<file path="src/sv/system_timer_compare_channels_assert.svh">
// Assertion helpers for the system timer; each expects clk and rst in scope.
`ifndef SYSTEM_TIMER_COMPARE_CHANNELS_ASSERT_SVH
`define SYSTEM_TIMER_COMPARE_CHANNELS_ASSERT_SVH

// Same-cycle implication.
`define STC_ASSERT_NOW(label, ante, cons) \
  label: assert property (@(posedge clk) disable iff (rst) (ante) |-> (cons)) \
    else $error("system timer check failed");

// Next-cycle implication.
`define STC_ASSERT_NEXT(label, ante, cons) \
  label: assert property (@(posedge clk) disable iff (rst) (ante) |=> (cons)) \
    else $error("system timer check failed");

`endif

</file>
<file path="src/sv/stc_pkg.sv">
package stc_pkg;

  localparam int NUM_CHANNELS = 4;

  localparam logic [1:0] OP_TICK  = 2'd0;
  localparam logic [1:0] OP_READ  = 2'd1;
  localparam logic [1:0] OP_WRITE = 2'd2;

  localparam logic [7:0] ADDR_CTRL  = 8'd0;
  localparam logic [7:0] ADDR_COUNT = 8'd1;
  localparam logic [7:0] CHAN_BASE  = 8'd4;

  localparam logic [1:0] REG_ENABLE  = 2'd0;
  localparam logic [1:0] REG_FLAG    = 2'd1;
  localparam logic [1:0] REG_COMPARE = 2'd2;

  typedef struct packed {
    logic [1:0]  op;
    logic [7:0]  word_addr;
    logic [3:0]  byte_enable;
    logic [31:0] write_data;
  } req_t;

  typedef struct packed {
    logic [31:0] read_data;
    logic        irq;
  } rsp_t;

  typedef struct packed {
    logic        irq;
    logic        counting;
    logic [31:0] count;
  } status_t;

endpackage

</file>
<file path="src/sv/stc_in_stage.sv">
module stc_in_stage (
  input  logic          clk,
  input  logic          rst,
  input  logic          req_valid,
  output logic          req_ready,
  input  stc_pkg::req_t req,
  input  logic          go,
  output logic          held,
  output stc_pkg::req_t item
);
  import stc_pkg::*;

  // Take a new word whenever the slot is empty or drains this cycle.
  assign req_ready = !held || go;

  always_ff @(posedge clk) begin
    if (rst) begin
      held <= 1'b0;
    end else if (req_ready) begin
      held <= req_valid;
    end
  end

  always_ff @(posedge clk) begin
    if (req_valid && req_ready) begin
      item <= req;
    end
  end

endmodule

</file>
<file path="src/sv/stc_core.sv">
module stc_core (
  input  logic             clk,
  input  logic             rst,
  input  logic             go,
  input  stc_pkg::req_t    item,
  output stc_pkg::rsp_t    result,
  output stc_pkg::status_t status
);
  import stc_pkg::*;

  logic                    count_enable, count_enable_next;
  logic                    freeze_bit, freeze_bit_next;
  logic [7:0]              prescale_code, prescale_code_next;
  logic [7:0]              prescale_phase, prescale_phase_next;
  logic [31:0]             counter_value, counter_value_next;
  logic [NUM_CHANNELS-1:0] chan_enable, chan_enable_next;
  logic [NUM_CHANNELS-1:0] chan_flag, chan_flag_next;
  logic [31:0]             chan_compare [NUM_CHANNELS];
  logic [31:0]             chan_compare_next [NUM_CHANNELS];

  logic [31:0]             mask;
  logic [31:0]             ctrl_word;
  logic [31:0]             ctrl_merge;
  logic [31:0]             counter_inc;
  logic [7:0]              rel;
  logic                    chan_hit;
  logic [NUM_CHANNELS-1:0] chan_sel;
  logic [31:0]             rd;

  assign mask = {{8{item.byte_enable[3]}}, {8{item.byte_enable[2]}},
                 {8{item.byte_enable[1]}}, {8{item.byte_enable[0]}}};
  assign ctrl_word   = {16'd0, prescale_code, 6'd0, freeze_bit, count_enable};
  assign ctrl_merge  = (ctrl_word & ~mask) | (item.write_data & mask);
  assign counter_inc = counter_value + 32'd1;

  // Channel c register k lives at word CHAN_BASE + 4c + k; slot 3 is a hole.
  assign rel      = item.word_addr - CHAN_BASE;
  assign chan_hit = (item.word_addr >= CHAN_BASE) && (rel[1:0] != 2'd3);

  always_comb begin
    for (int c = 0; c < NUM_CHANNELS; c++) begin
      chan_sel[c] = chan_hit && (rel[7:2] == 6'(c));
    end
  end

  always_comb begin
    count_enable_next   = count_enable;
    freeze_bit_next     = freeze_bit;
    prescale_code_next  = prescale_code;
    prescale_phase_next = prescale_phase;
    counter_value_next  = counter_value;
    chan_enable_next    = chan_enable;
    chan_flag_next      = chan_flag;
    for (int c = 0; c < NUM_CHANNELS; c++) begin
      chan_compare_next[c] = chan_compare[c];
    end

    if (item.op == OP_TICK && count_enable) begin
      if (prescale_phase < prescale_code) begin
        prescale_phase_next = prescale_phase + 8'd1;
      end else begin
        prescale_phase_next = 8'd0;
        counter_value_next  = counter_inc;
        // Flag only on a step onto the compare value.
        for (int c = 0; c < NUM_CHANNELS; c++) begin
          if (chan_enable[c] && !chan_flag[c] && counter_inc == chan_compare[c]) begin
            chan_flag_next[c] = 1'b1;
          end
        end
      end
    end else if (item.op == OP_WRITE && (|item.byte_enable)) begin
      if (item.word_addr == ADDR_CTRL) begin
        count_enable_next   = ctrl_merge[0];
        freeze_bit_next     = ctrl_merge[1];
        prescale_code_next  = ctrl_merge[15:8];
        prescale_phase_next = 8'd0;
      end else if (item.word_addr == ADDR_COUNT) begin
        counter_value_next  = (counter_value & ~mask) | (item.write_data & mask);
        prescale_phase_next = 8'd0;
      end else begin
        for (int c = 0; c < NUM_CHANNELS; c++) begin
          if (chan_sel[c]) begin
            case (rel[1:0])
              REG_ENABLE: begin
                if (item.byte_enable[0]) begin
                  chan_enable_next[c] = item.write_data[0];
                end
              end
              REG_FLAG: begin
                // Write one to clear, lane 0 only.
                if (item.byte_enable[0] && item.write_data[0]) begin
                  chan_flag_next[c] = 1'b0;
                end
              end
              REG_COMPARE: begin
                chan_compare_next[c] = (chan_compare[c] & ~mask) |
                                       (item.write_data & mask);
              end
              default: begin
              end
            endcase
          end
        end
      end
    end
  end

  always_comb begin
    rd = 32'd0;
    if (item.op == OP_READ) begin
      if (item.word_addr == ADDR_CTRL) begin
        rd = ctrl_word;
      end else if (item.word_addr == ADDR_COUNT) begin
        rd = counter_value;
      end else begin
        for (int c = 0; c < NUM_CHANNELS; c++) begin
          if (chan_sel[c]) begin
            case (rel[1:0])
              REG_ENABLE:  rd = {31'd0, chan_enable[c]};
              REG_FLAG:    rd = {31'd0, chan_flag[c]};
              REG_COMPARE: rd = chan_compare[c];
              default:     rd = 32'd0;
            endcase
          end
        end
      end
    end
  end

  assign result.read_data = rd;
  assign result.irq       = |(chan_enable_next & chan_flag_next);

  assign status.irq      = |(chan_enable & chan_flag);
  assign status.counting = count_enable;
  assign status.count    = counter_value;

  always_ff @(posedge clk) begin
    if (rst) begin
      count_enable   <= 1'b0;
      freeze_bit     <= 1'b0;
      prescale_code  <= 8'd0;
      prescale_phase <= 8'd0;
      counter_value  <= 32'd0;
      chan_enable    <= '0;
      chan_flag      <= '0;
      for (int c = 0; c < NUM_CHANNELS; c++) begin
        chan_compare[c] <= 32'd0;
      end
    end else if (go) begin
      count_enable   <= count_enable_next;
      freeze_bit     <= freeze_bit_next;
      prescale_code  <= prescale_code_next;
      prescale_phase <= prescale_phase_next;
      counter_value  <= counter_value_next;
      chan_enable    <= chan_enable_next;
      chan_flag      <= chan_flag_next;
      for (int c = 0; c < NUM_CHANNELS; c++) begin
        chan_compare[c] <= chan_compare_next[c];
      end
    end
  end

endmodule

</file>
<file path="src/sv/system_timer_compare_channels.sv">
// System timer: 32-bit counter with prescaler and compare channels, driven by
// one request word per module clock while the response side is not stalled
// (tick, register read or byte-enabled register write). Each request yields
// exactly one response word carrying the read data and the interrupt level
// after that request. Throughput is one word per cycle while rsp_ready stays
// high. The request register feeds a combinational state update straight into
// the response register, and a stall can hold a word in the request register.
// A stalled response holds back only the request stage behind it.
module system_timer_compare_channels (
  input  logic          clk,
  input  logic          rst,
  input  logic          req_valid,
  output logic          req_ready,
  input  stc_pkg::req_t req,
  output logic          rsp_valid,
  input  logic          rsp_ready,
  output stc_pkg::rsp_t rsp
);
  import stc_pkg::*;

  `include "system_timer_compare_channels_assert.svh"

  logic    held;
  logic    go;
  req_t    item;
  rsp_t    result;
  status_t status;

  // Advance the held word when the response register is free or draining.
  assign go = held && (!rsp_valid || rsp_ready);

  stc_in_stage u_in_stage (
    .clk       (clk),
    .rst       (rst),
    .req_valid (req_valid),
    .req_ready (req_ready),
    .req       (req),
    .go        (go),
    .held      (held),
    .item      (item)
  );

  stc_core u_core (
    .clk    (clk),
    .rst    (rst),
    .go     (go),
    .item   (item),
    .result (result),
    .status (status)
  );

  always_ff @(posedge clk) begin
    if (rst) begin
      rsp_valid <= 1'b0;
    end else if (go) begin
      rsp_valid <= 1'b1;
    end else if (rsp_ready) begin
      rsp_valid <= 1'b0;
    end
  end

  always_ff @(posedge clk) begin
    if (go) begin
      rsp <= result;
    end
  end

  `STC_ASSERT_NEXT(a_go_gives_rsp, go, rsp_valid)
  `STC_ASSERT_NEXT(a_irq_matches_state, go, rsp.irq == status.irq)
  `STC_ASSERT_NEXT(a_held_not_dropped, held && !go, held)
  `STC_ASSERT_NEXT(a_stopped_count_holds, go && item.op == OP_TICK && !status.counting,
                   $stable(status.count))

endmodule

</file>
<file path="config.mk">
export PLATFORM = sky130hd
export DESIGN_NAME = system_timer_compare_channels
export DESIGN_NICKNAME = d
export VERILOG_FILES = /design/src/sv/stc_pkg.sv /design/src/sv/stc_in_stage.sv /design/src/sv/stc_core.sv /design/src/sv/system_timer_compare_channels.sv
export VERILOG_INCLUDE_DIRS = /design/src /design/src/sv
export SDC_FILE = /design/constraint.sdc
export NUM_CORES = 1
export LEC_CHECK = 0
export ABC_AREA = 1
export BUFFER_PORTS_ARGS = -buffer_cell sky130_fd_sc_hd__buf_4
export CAP_MARGIN = 15
export CELL_PAD_IN_SITES_DETAIL_PLACEMENT = 0
export CELL_PAD_IN_SITES_GLOBAL_PLACEMENT = 1
export CORE_AREA = 2 2 217 219
export DETAILED_ROUTE_END_ITERATION = 10
export DIE_AREA = 0 0 219 221
export PLACE_DENSITY_LB_ADDON = 0.25
export SYNTH_ARGS = -nofsm -noshare
export SYNTH_HDL_FRONTEND = slang
export SYNTH_SLANG_ARGS = --single-unit
</file>
<file path="constraint.sdc">
create_clock -name clk -period 5.97 [get_ports clk]
set_clock_uncertainty 0.05 [all_clocks]
set_input_delay 1.4925 -clock clk [delete_from_list [all_inputs] [get_ports clk]]
set_output_delay 1.4925 -clock clk [all_outputs]
set_load 0.05 [all_outputs]
</file>
==> results.py, run 1 <==
metrics = {
    "run_status": {
        "status": "complete, no violations",
    },
    "global_routing": {
        "grt_overflow_total": 0,
        "grt_pass1_wl_um": 89100,
        "first_global_vias": 14199,
        "grt.met1_usage_pct": 34.9,
        "busiest_layer": "met2",
        "use_met3_pct": 2.76,
        "grt_max_degree": 81,
        "met2_usage_pct": 38.4,
        "antenna_found_initial": 0,
        "gr-usage-all-layers_pct": 24.3,
    },
    "power_and_ir_drop": {
        "powerDensity_nw_per_um2": 253,
        "leakage_nw": 7.54,
        "vdd_drop_max_mv": 0.183,
    },
    "placement": {
        "gp_congestion": 0.927,
        "io_buffers": 84,
        "placed_cells": 2761,
        "dpl.hpwl_um": 42200,
    },
    "floorplanning": {
        "die-area_um2": 48400,
        "die_w_um": 219,
        "core_area_um2": 46100,
        "num_rows": 79,
        "ios": 85,
        "floorplan.initialDensity_pct": 34.5,
        "die_h_um": 221,
    },
    "logic_synthesis": {
        "synth_area_leader_cell": "edfxtp_1",
        "synth_seq_cells": 267,
        "synth_edf_count": 207,
        "synth_cell_types": 47,
        "yosys.area.top_type_share_pct": 39.1,
        "yosysWarnings": 0,
        "synth_nets": 2178,
        "synth_ff_type": "edfxtp_1",
        "synth_area_um2": 15900,
        "synthCells": 2119,
        "synth_area_leaders": "edfxtp_1 39%, nand2_1 13%, dfxtp_1 7.6%, a21oi_1 7.3%, nand3_1 6.6%",
        "ys_async_sr_fraction_pct": 0,
        "synth.avg_cell_area_um2": 7.50,
        "ys_seq_area_share_pct": 46.7,
    },
    "layout": {
        "layout-drive-gt1-share_pct": 10.4,
        "multiInputGateArea_um2": 7340,
        "area_growth_pct": 15.4,
        "most-common-layout-cells": "541 x nand2_1, 258 x nor2_1, 227 x a21oi_1, 226 x inv_1, 210 x nand3_1",
        "final_common_cell": "nand2_1",
        "fillers": 4826,
        "seq_area_um2": 7420,
        "final_nets": 2247,
        "final_cells": 2821,
    },
    "timing": {
        "fmax_mhz": 256,
        "drv_slew": 0,
        "setup_tns_ns": 0,
        "post-route-period-util_pct": 65.4,
        "hold_viol": 0,
        "period_minus_slack_ns": 3.90,
        "rsz0062_at_grt": "no",
        "tightest_slew_ns": 1.16,
        "max_slew_margin_pct": 22.8,
        "finalSetupViolations": 0,
    },
    "clocking": {
        "post_cts_buffers": 0,
        "cts_tree": "built",
        "cts_hold_buf": 0,
        "htreeDepth": 1,
        "cts_made_buffers": 31,
        "ctsRootBufferMaster": "clkbuf_16",
        "cts_resized": 0,
        "insertion_delay_ns": 0.59,
        "clkTransAtPathRegs_ns": 0.06,
        "cts_buffer_depth": 3,
        "cts_sinks": 267,
    },
    "routing": {
        "route.detailed.drc": 0,
        "routed_wl_um": 59300,
        "dr.pass1.iters": 5,
        "vias": 15114,
        "wl_per_cell_um": 21.0,
        "drt_iter0_markers": 1388,
        "via_per_inst": 5.36,
        "final_antenna_net_count": 0,
    },
    "worst_setup_path": {
        "crit_path_max_fanout": 31,
        "crit_path_max_incr_delay_ns": 1.07,
        "crit_family": "simple AND/OR/NAND/NOR gates",
        "crit_slowest_cell": "inv_2",
        "crit_path_end_kind": "flip-flop",
        "cp.buffers_inverters": 5,
        "path_cells": "nor2_1 -> inv_1 -> o21ai_0 -> nand3_1 -> inv_1 -> nand3_1 -> inv_2 -> nand2_1 -> o21ai_0 -> inv_1 -> nand2_1 -> nand2_1 -> inv_1 -> nand2_1",
        "cp-start-kind": "flip-flop",
        "cp.arrival_ns": 4.20,
        "worstSetupPathType": "flip-flop to flip-flop",
        "worstPathRequired_ns": 6.26,
    },
    "hold_path": {
        "hold_path_class": "flip-flop to flip-flop",
    },
    "run": {
        "maxCapViolations": 0,
    },
}
-- layer usage --
layer	share of wire (%)	wire length [um]
met3	6.9	4080
met4	2.7	1610
met5	0	0
met2	45	26800
met1	45	26800
-- cell families (layout without fill, tap and decap cells) --
kind of cell,count (synthesis),count (layout),synth area share [%]
compound gates,417,417,14.3
xor+xnor,7,7,0.472
fa+ha+maj,9,9,0.708
buf+inv,312,406,7.60
flops,267,267,46.7
other cells,0,1,0
simple gates,1107,1107,30.3
-- power breakdown --
part           internal, mW  total, mW  switching [mW]
Clock                  1.22       2.06           0.834
Sequential             2.09       2.17          0.0778
Combinational         0.120      0.407           0.287
Total                  3.44       4.64            1.20
-- Yosys cell counts, types with 3 or more instances --
cell      instances
nand2_1         541
nor2_1          261
a21oi_1         231
inv_1           230
nand3_1         211
edfxtp_1        207
o21ai_0         121
clkbuf_1         61
dfxtp_1          60
nand3b_1         27
nand2_2          17
nand4_1          15
a41oi_1          13
a31oi_1          11
buf_2            11
a22oi_1           9
ha_1              9
nor2_4            8
o211ai_1          7
o31ai_1           7
nor2_2            6
nor3_1            6
xor2_1            6
nand2_4           5
a221oi_1          4
clkinv_1          4
a21boi_0          3
nand3_4           3
-- area by class of cell --
| cell class | instances | share of cell area (%) |
|---|---|---|
| Clock buffer | 33 | 4.32 |
| Timing Repair Buffer | 112 | 4.62 |
| Multi-Input combinational cell | 1540 | 40.0 |
| Clock inverter | 25 | 1.64 |
| Sequential cell | 267 | 40.4 |
| Antenna cell | 1 | 0.0136 |
| Tap cell | 607 | 4.14 |
| Inverter | 236 | 4.84 |
-- final timing paths --
kind,start,to,slack [ns],depth (start not counted)
max,u_in_stage.item[41],rsp[0],2.07,14
min,flip-flop,flip-flop,0.41,2
max reg2reg,u_in_stage.item[41],rsp[0],2.07,14
min reg2reg,flip-flop,flip-flop,0.41,2
-- per-stage QoR --
step	utilization, %	power, mW	worst slack [ns]	hold slack, ns	cell area, um^2
2_1_floorplan	-	2.43	1.05	0.374	15900
3_3_place_gp	37.4	2.61	1.96	0.390	17200
3_5_place_dp	37.4	2.61	1.96	0.397	17200
4_1_cts	39.8	4.68	2.13	0.407	18300
5_1_grt	39.8	4.79	1.82	0.438	18300
6_report	39.8	4.64	2.07	0.407	18300
-- tightest hold or removal path, stage by stage (launching register included) --
cell     delay [ns]
dfxtp_1        0.31
inv_1          0.05
a21oi_1        0.05
(Power assumes the default switching activity.)
==> inputs of run 2 (changes only) <==
Settings changed: ABC_AREA 1 to 0.
Clock period 5.97 ns to 4.05 ns, I/O delays scaled along.
==> results.py, run 2 <==
metrics = {
    "logic_synthesis": {
        "ys_seq_area_share_pct": 46.5,
        "synth.most_common_cell": "a21oi_1",
        "synth_nets": 1743,
        "synthCells": 1684,
        "synth_area_leaders": "edfxtp_1 39%, dfxtp_1 7.5%, a21oi_1 6.8%, xnor2_1 5.5%, nand2b_1 4.0%",
        "synth_area_um2": 15900,
        "synth.avg_cell_area_um2": 9.46,
        "synth_ff_type": "edfxtp_1",
        "synth_edf_count": 207,
        "synth_area_leader_cell": "edfxtp_1",
        "synth_cell_types": 77,
        "yosys.area.top_type_share_pct": 39.0,
        "ys_async_sr_fraction_pct": 0,
        "synth_seq_cells": 267,
        "yosysWarnings": 0,
        "netlist_top_cells_count": "215 x a21oi_1, 207 x edfxtp_1, 139 x nand2_1, 109 x clkbuf_1, 103 x nand2b_1",
    },
    "floorplanning": {
        "die_w_um": 219,
        "die_h_um": 221,
        "core_area_um2": 46100,
        "num_rows": 79,
        "floorplan.initialDensity_pct": 34.6,
        "ios": 85,
        "die-area_um2": 48400,
    },
    "timing": {
        "post-route-period-util_pct": 96.9,
        "whs_ns": 0.439,
        "rsz0062_at_grt": "no",
        "tightest_slew_ns": 1.38,
        "hold_viol": 0,
        "finalSetupViolations": 0,
        "max_slew_margin_pct": 6.75,
        "setup_tns_ns": 0,
        "drv_slew": 0,
        "period_minus_slack_ns": 3.92,
        "fmax_mhz": 255,
        "setup_slack_ns": 0.126,
    },
    "run": {
        "maxCapViolations": 0,
    },
    "layout": {
        "final_nets": 1834,
        "diodes": 0,
        "layout-drive-gt1-share_pct": 15.5,
        "final_common_cell": "a21oi_1",
        "fillers": 4642,
        "postLayoutCoreUtil_pct": 40.7,
        "multiInputGateArea_um2": 8000,
        "seq_area_um2": 7420,
        "area_growth_pct": 17.7,
        "most-common-layout-cells": "211 x a21oi_1, 207 x edfxtp_1, 188 x buf_4, 138 x nand2_1, 103 x nand2b_1",
    },
    "placement": {
        "gp_congestion": 1.06,
        "dpl.hpwl_um": 49500,
        "pre_cts_slack_ns": 0.0491,
        "io_buffers": 84,
    },
    "clocking": {
        "htreeDepth": 1,
        "cts_tree": "built",
        "cts_sinks": 267,
        "cts_made_buffers": 30,
        "cts_buffer_depth": 3,
        "insertion_delay_ns": 0.60,
        "post_cts_buffers": 0,
        "ctsRootBufferMaster": "clkbuf_16",
        "clkTransAtPathRegs_ns": 0.06,
    },
    "routing": {
        "dr.pass1.iters": 6,
        "routed_wl_um": 66800,
        "wl_per_cell_um": 27.8,
        "via_per_inst": 5.93,
        "vias": 14273,
        "drt_iter0_markers": 1523,
        "route.detailed.drc": 0,
        "final_antenna_net_count": 0,
    },
    "power_and_ir_drop": {
        "finalPower_mw": 6.61,
        "vdd_drop_max_mv": 0.264,
        "powerDensity_nw_per_um2": 352,
        "leakage_nw": 6.33,
    },
    "worst_setup_path": {
        "cp-start-kind": "flip-flop",
        "crit_path_max_fanout": 9,
        "crit_path_end_kind": "flip-flop",
        "reg2reg_to": "rsp[0]",
        "worstPathRequired_ns": 4.42,
        "worstSetupPathType": "flip-flop to flip-flop",
        "cp.arrival_ns": 4.30,
        "reg2regPathDepth": 9,
        "ff2ff_setup_slack_ns": 0.13,
    },
    "global_routing": {
        "grt_max_degree": 57,
        "gr-usage-all-layers_pct": 27.3,
        "met2_usage_pct": 42.6,
        "grt_pass1_wl_um": 97700,
        "antenna_found_initial": 1,
        "busiest_layer": "met2",
        "use_met3_pct": 3.40,
        "grt_overflow_total": 0,
        "first_global_vias": 13754,
        "grt.met1_usage_pct": 38.9,
    },
    "hold_path": {
        "hold_path_class": "flip-flop to flip-flop",
        "min_to": "u_core.chan_flag[1]",
        "whs_path_depth": 2,
        "hp-start": "u_core.chan_flag[1]",
    },
    "run_status": {
        "status": "complete, no violations",
    },
}
## run 2: worst max-delay path, stage by stage, from the launching register on
cell       delay (ns)
dfxtp_1          0.49
nand4_4          0.29
or3_1            0.64
nor3_4           0.23
xnor2_1          0.13
a2111o_1         0.47
or4_1            0.57
or4_1            0.59
nor3b_1          0.17
o2111ai_1        0.11
## run 2: kinds of logic after synthesis
kind of cell / synth area share, %
simple gates: 19.8
mux: 1.38
xor+xnor: 8.38
compound gates: 19.2
buf+inv: 3.90
fa+ha+maj: 0.707
flops: 46.5
## run 2: what timing repair did
action                                  CTS  global route
gates resized for setup                   0             5
hold endpoints to repair                  0             0
endpoints found under the setup margin    0             2
hold buffers                              0             0
## run 2: report_power, final
| group | internal, mW | switching (mW) | total, mW |
|---|---|---|---|
| combinational | 0.201 | 0.391 | 0.592 |
| sequential | 3.09 | 0.159 | 3.25 |
| clock | 1.58 | 1.19 | 2.77 |
## run 2: area by class of cell
class / count / area share [%]
clock buffer: 39 / 4.24
sequential: 267 / 39.6
timing repair buffer: 193 / 8.06
inverter: 24 / 0.480
tap: 607 / 4.05
clock inverter: 17 / 0.967
multi-input combinational: 1259 / 42.6
## run 2: how the worst max path moves through the flow
stage                     slack, ns       from                   endpoint  depth (start not counted)
after CTS                      0.03  flip-flop                     rsp[0]                          9
after global placement         0.02  flip-flop                     rsp[0]                          9
after detailed placement       0.05  flip-flop                     rsp[0]                          9
after global routing           0.03  flip-flop                     rsp[0]                         12
after floorplan                0.27  rsp_ready  u_core.chan_compare[2][0]                          5
final                          0.13  flip-flop                     rsp[0]                          9
## run 2: per-stage QoR
stage                     instances  instance area (um^2)
final                          2406                 18800
after global placement         2350                 17800
after CTS                      2406                 18700
after global routing           2406                 18800
after detailed placement       2350                 17800
after floorplan                1684                 15900
## run 2: per-layer routing
layer / wire length, um / up-vias
met5: 0 / -
met4: 2500 / 0
met3: 4440 / 135
met2: 30300 / 622
met1: 29600 / 7041
li1: - / 6475
==> inputs of run 3 (changes only) <==
Settings changed: CORE_AREA 2 2 217 219 to 2 2 220 222, DIE_AREA 0 0 219 221 to 0 0 222 224, SYNTH_HIERARCHICAL set to 1.
==> results.py, run 3 <==
metrics = {
    "global_routing": {
        "grt_overflow_total": 0,
        "antenna_found_initial": 1,
        "grt_pass1_wl_um": 101000,
        "grt_max_degree": 67,
        "gr-usage-all-layers_pct": 27.9,
        "first_global_vias": 14310,
    },
    "timing": {
        "max_slew_margin_pct": 40.4,
        "hold_viol": 0,
        "post-route-period-util_pct": 95.9,
        "finalSetupViolations": 0,
        "tightest_slew_ns": 0.887,
        "period_minus_slack_ns": 3.88,
        "fmax_mhz": 258,
        "drv_slew": 0,
        "setup_slack_ns": 0.167,
        "rsz0062_at_grt": "no",
    },
    "layout": {
        "area_growth_pct": 19.5,
        "final_nets": 1917,
        "final_common_cell": "a21oi_1",
        "most-common-layout-cells": "210 x a21oi_1, 207 x edfxtp_1, 204 x buf_4, 141 x nand2_1, 137 x nand2b_1",
        "final_cells": 2499,
        "layout-drive-gt1-share_pct": 16.8,
        "finalInstanceArea_um2": 19600,
        "diodes": 0,
    },
    "clocking": {
        "cts_sinks": 267,
        "insertion_delay_ns": 0.55,
        "htreeDepth": 2,
        "ctsRootBufferMaster": "clkbuf_16",
        "cts_hold_buf": 0,
        "clkTransAtPathRegs_ns": 0.06,
        "cts_tree": "built",
        "cts_made_buffers": 34,
        "cts_buffer_depth": 3,
        "post_cts_buffers": 0,
    },
    "run": {
        "maxCapViolations": 0,
    },
    "power_and_ir_drop": {
        "switchingPower_mw": 1.86,
        "vdd_drop_max_mv": 0.518,
        "sw_frac_of_total_pct": 24.9,
        "leakage_nw": 6.63,
        "p_int_mw": 5.61,
        "seqPwrFrac_pct": 43.9,
        "p_comb_share_pct": 9.3,
        "powerDensity_nw_per_um2": 381,
        "clockPowerShare_pct": 46.8,
    },
    "worst_setup_path": {
        "crit_path_end_kind": "flip-flop",
        "worstSetupPathType": "flip-flop to flip-flop",
        "path_cells": "and4_1 -> nand3_1 -> buf_4 -> o31ai_1 -> buf_4 -> o22a_1 -> o2111ai_1 -> or4_1 -> nor3_1 -> buf_4 -> a32oi_1 -> o2111ai_1",
        "worstPathRequired_ns": 4.40,
        "cp-start-kind": "flip-flop",
        "cp.arrival_ns": 4.23,
        "crit_path_max_incr_delay_ns": 0.59,
        "crit_path_max_fanout": 8,
        "crit_slowest_cell": "dfxtp_1",
        "critPathMostFrequentCell": "buf_4",
    },
    "placement": {
        "io_buffers": 84,
        "gp_congestion": 0.973,
        "pre_cts_slack_ns": 0.145,
        "place_area_um2": 18300,
        "placed_cells": 2437,
        "dpl.hpwl_um": 52100,
    },
    "routing": {
        "vias": 14655,
        "dr.pass1.iters": 5,
        "routed_wl_um": 70000,
        "drt_iter0_markers": 1556,
        "via_per_inst": 5.86,
        "route.detailed.drc": 0,
        "wl_per_cell_um": 28.0,
        "final_antenna_net_count": 0,
    },
    "logic_synthesis": {
        "synth_nets": 1805,
        "synthCells": 1746,
        "synth_area_um2": 16400,
        "yosysWarnings": 6,
        "synth.avg_cell_area_um2": 9.39,
    },
    "run_status": {
        "status": "complete, no violations",
    },
    "floorplanning": {
        "floorplan.initialDensity_pct": 34.6,
        "die_h_um": 224,
        "num_rows": 80,
        "core_area_um2": 47300,
        "ios": 85,
        "die_w_um": 222,
        "die-area_um2": 49700,
    },
    "hold_path": {
        "hold_path_class": "flip-flop to flip-flop",
    },
}
## run 3: layout make-up
cell class,instances,area [um^2]
fill,4693,27800
multi-input combinational,1320,8420
sequential,267,7420
timing repair buffer,207,1590
clock buffer,45,966
tap,615,769
clock inverter,17,315
inverter,28,105
## run 3: worst max-delay path: cells and delay by family, from the launching register on
kind / cells / cell delay [ns]
buffers and inverters: 3 / 0.67
DFF: 1 / 0.59
and+or+nand+nor: 4 / 1.57
AOI/OAI and AO/OA: 5 / 0.84
## run 3: what timing repair did
action / CTS / global route
resized for setup: 0 / 2
hold endpoints to repair: 0 / 0
endpoints found under the setup margin: 0 / 2
## run 3: layer usage
metal	part of all wire (%)	GRT usage (%)
met1	43	36.7
met5	0	0
met3	5.8	3.61
met4	4.0	10.8
met2	47	46.6
## run 3: worst paths after layout
path                    end  cells past startpoint  slack (ns)       from
setup reg to reg     rsp[0]                     12        0.17  flip-flop
setup / recovery     rsp[0]                     12        0.17  flip-flop
hold reg to reg   flip-flop                      2        0.42  flip-flop
hold / removal    flip-flop                      2        0.42  flip-flop
## run 3: power groups by stage
| stage | Clock (mW) | Combinational, mW | Sequential (mW) |
|---|---|---|---|
| global placement | 0 | 0.690 | 3.33 |
| floorplan | 0 | 0.355 | 3.31 |
| finish | 3.49 | 0.697 | 3.27 |
| global route | 3.67 | 0.743 | 3.29 |
| detailed placement | 0 | 0.693 | 3.33 |
| CTS | 3.57 | 0.695 | 3.27 |
## run 3: through the flow
stage | hold WS, ns | total power [mW] | TNS (ns) | util (%)
2_1_floorplan | 0.383 | 3.67 | -1.19 | -
6_report | 0.423 | 7.46 | 0 | 41.4
4_1_cts | 0.419 | 7.54 | 0 | 41.4
3_5_place_dp | 0.411 | 4.02 | 0 | 38.7
5_1_grt | 0.460 | 7.70 | 0 | 41.4
3_3_place_gp | 0.409 | 4.02 | 0 | 38.7
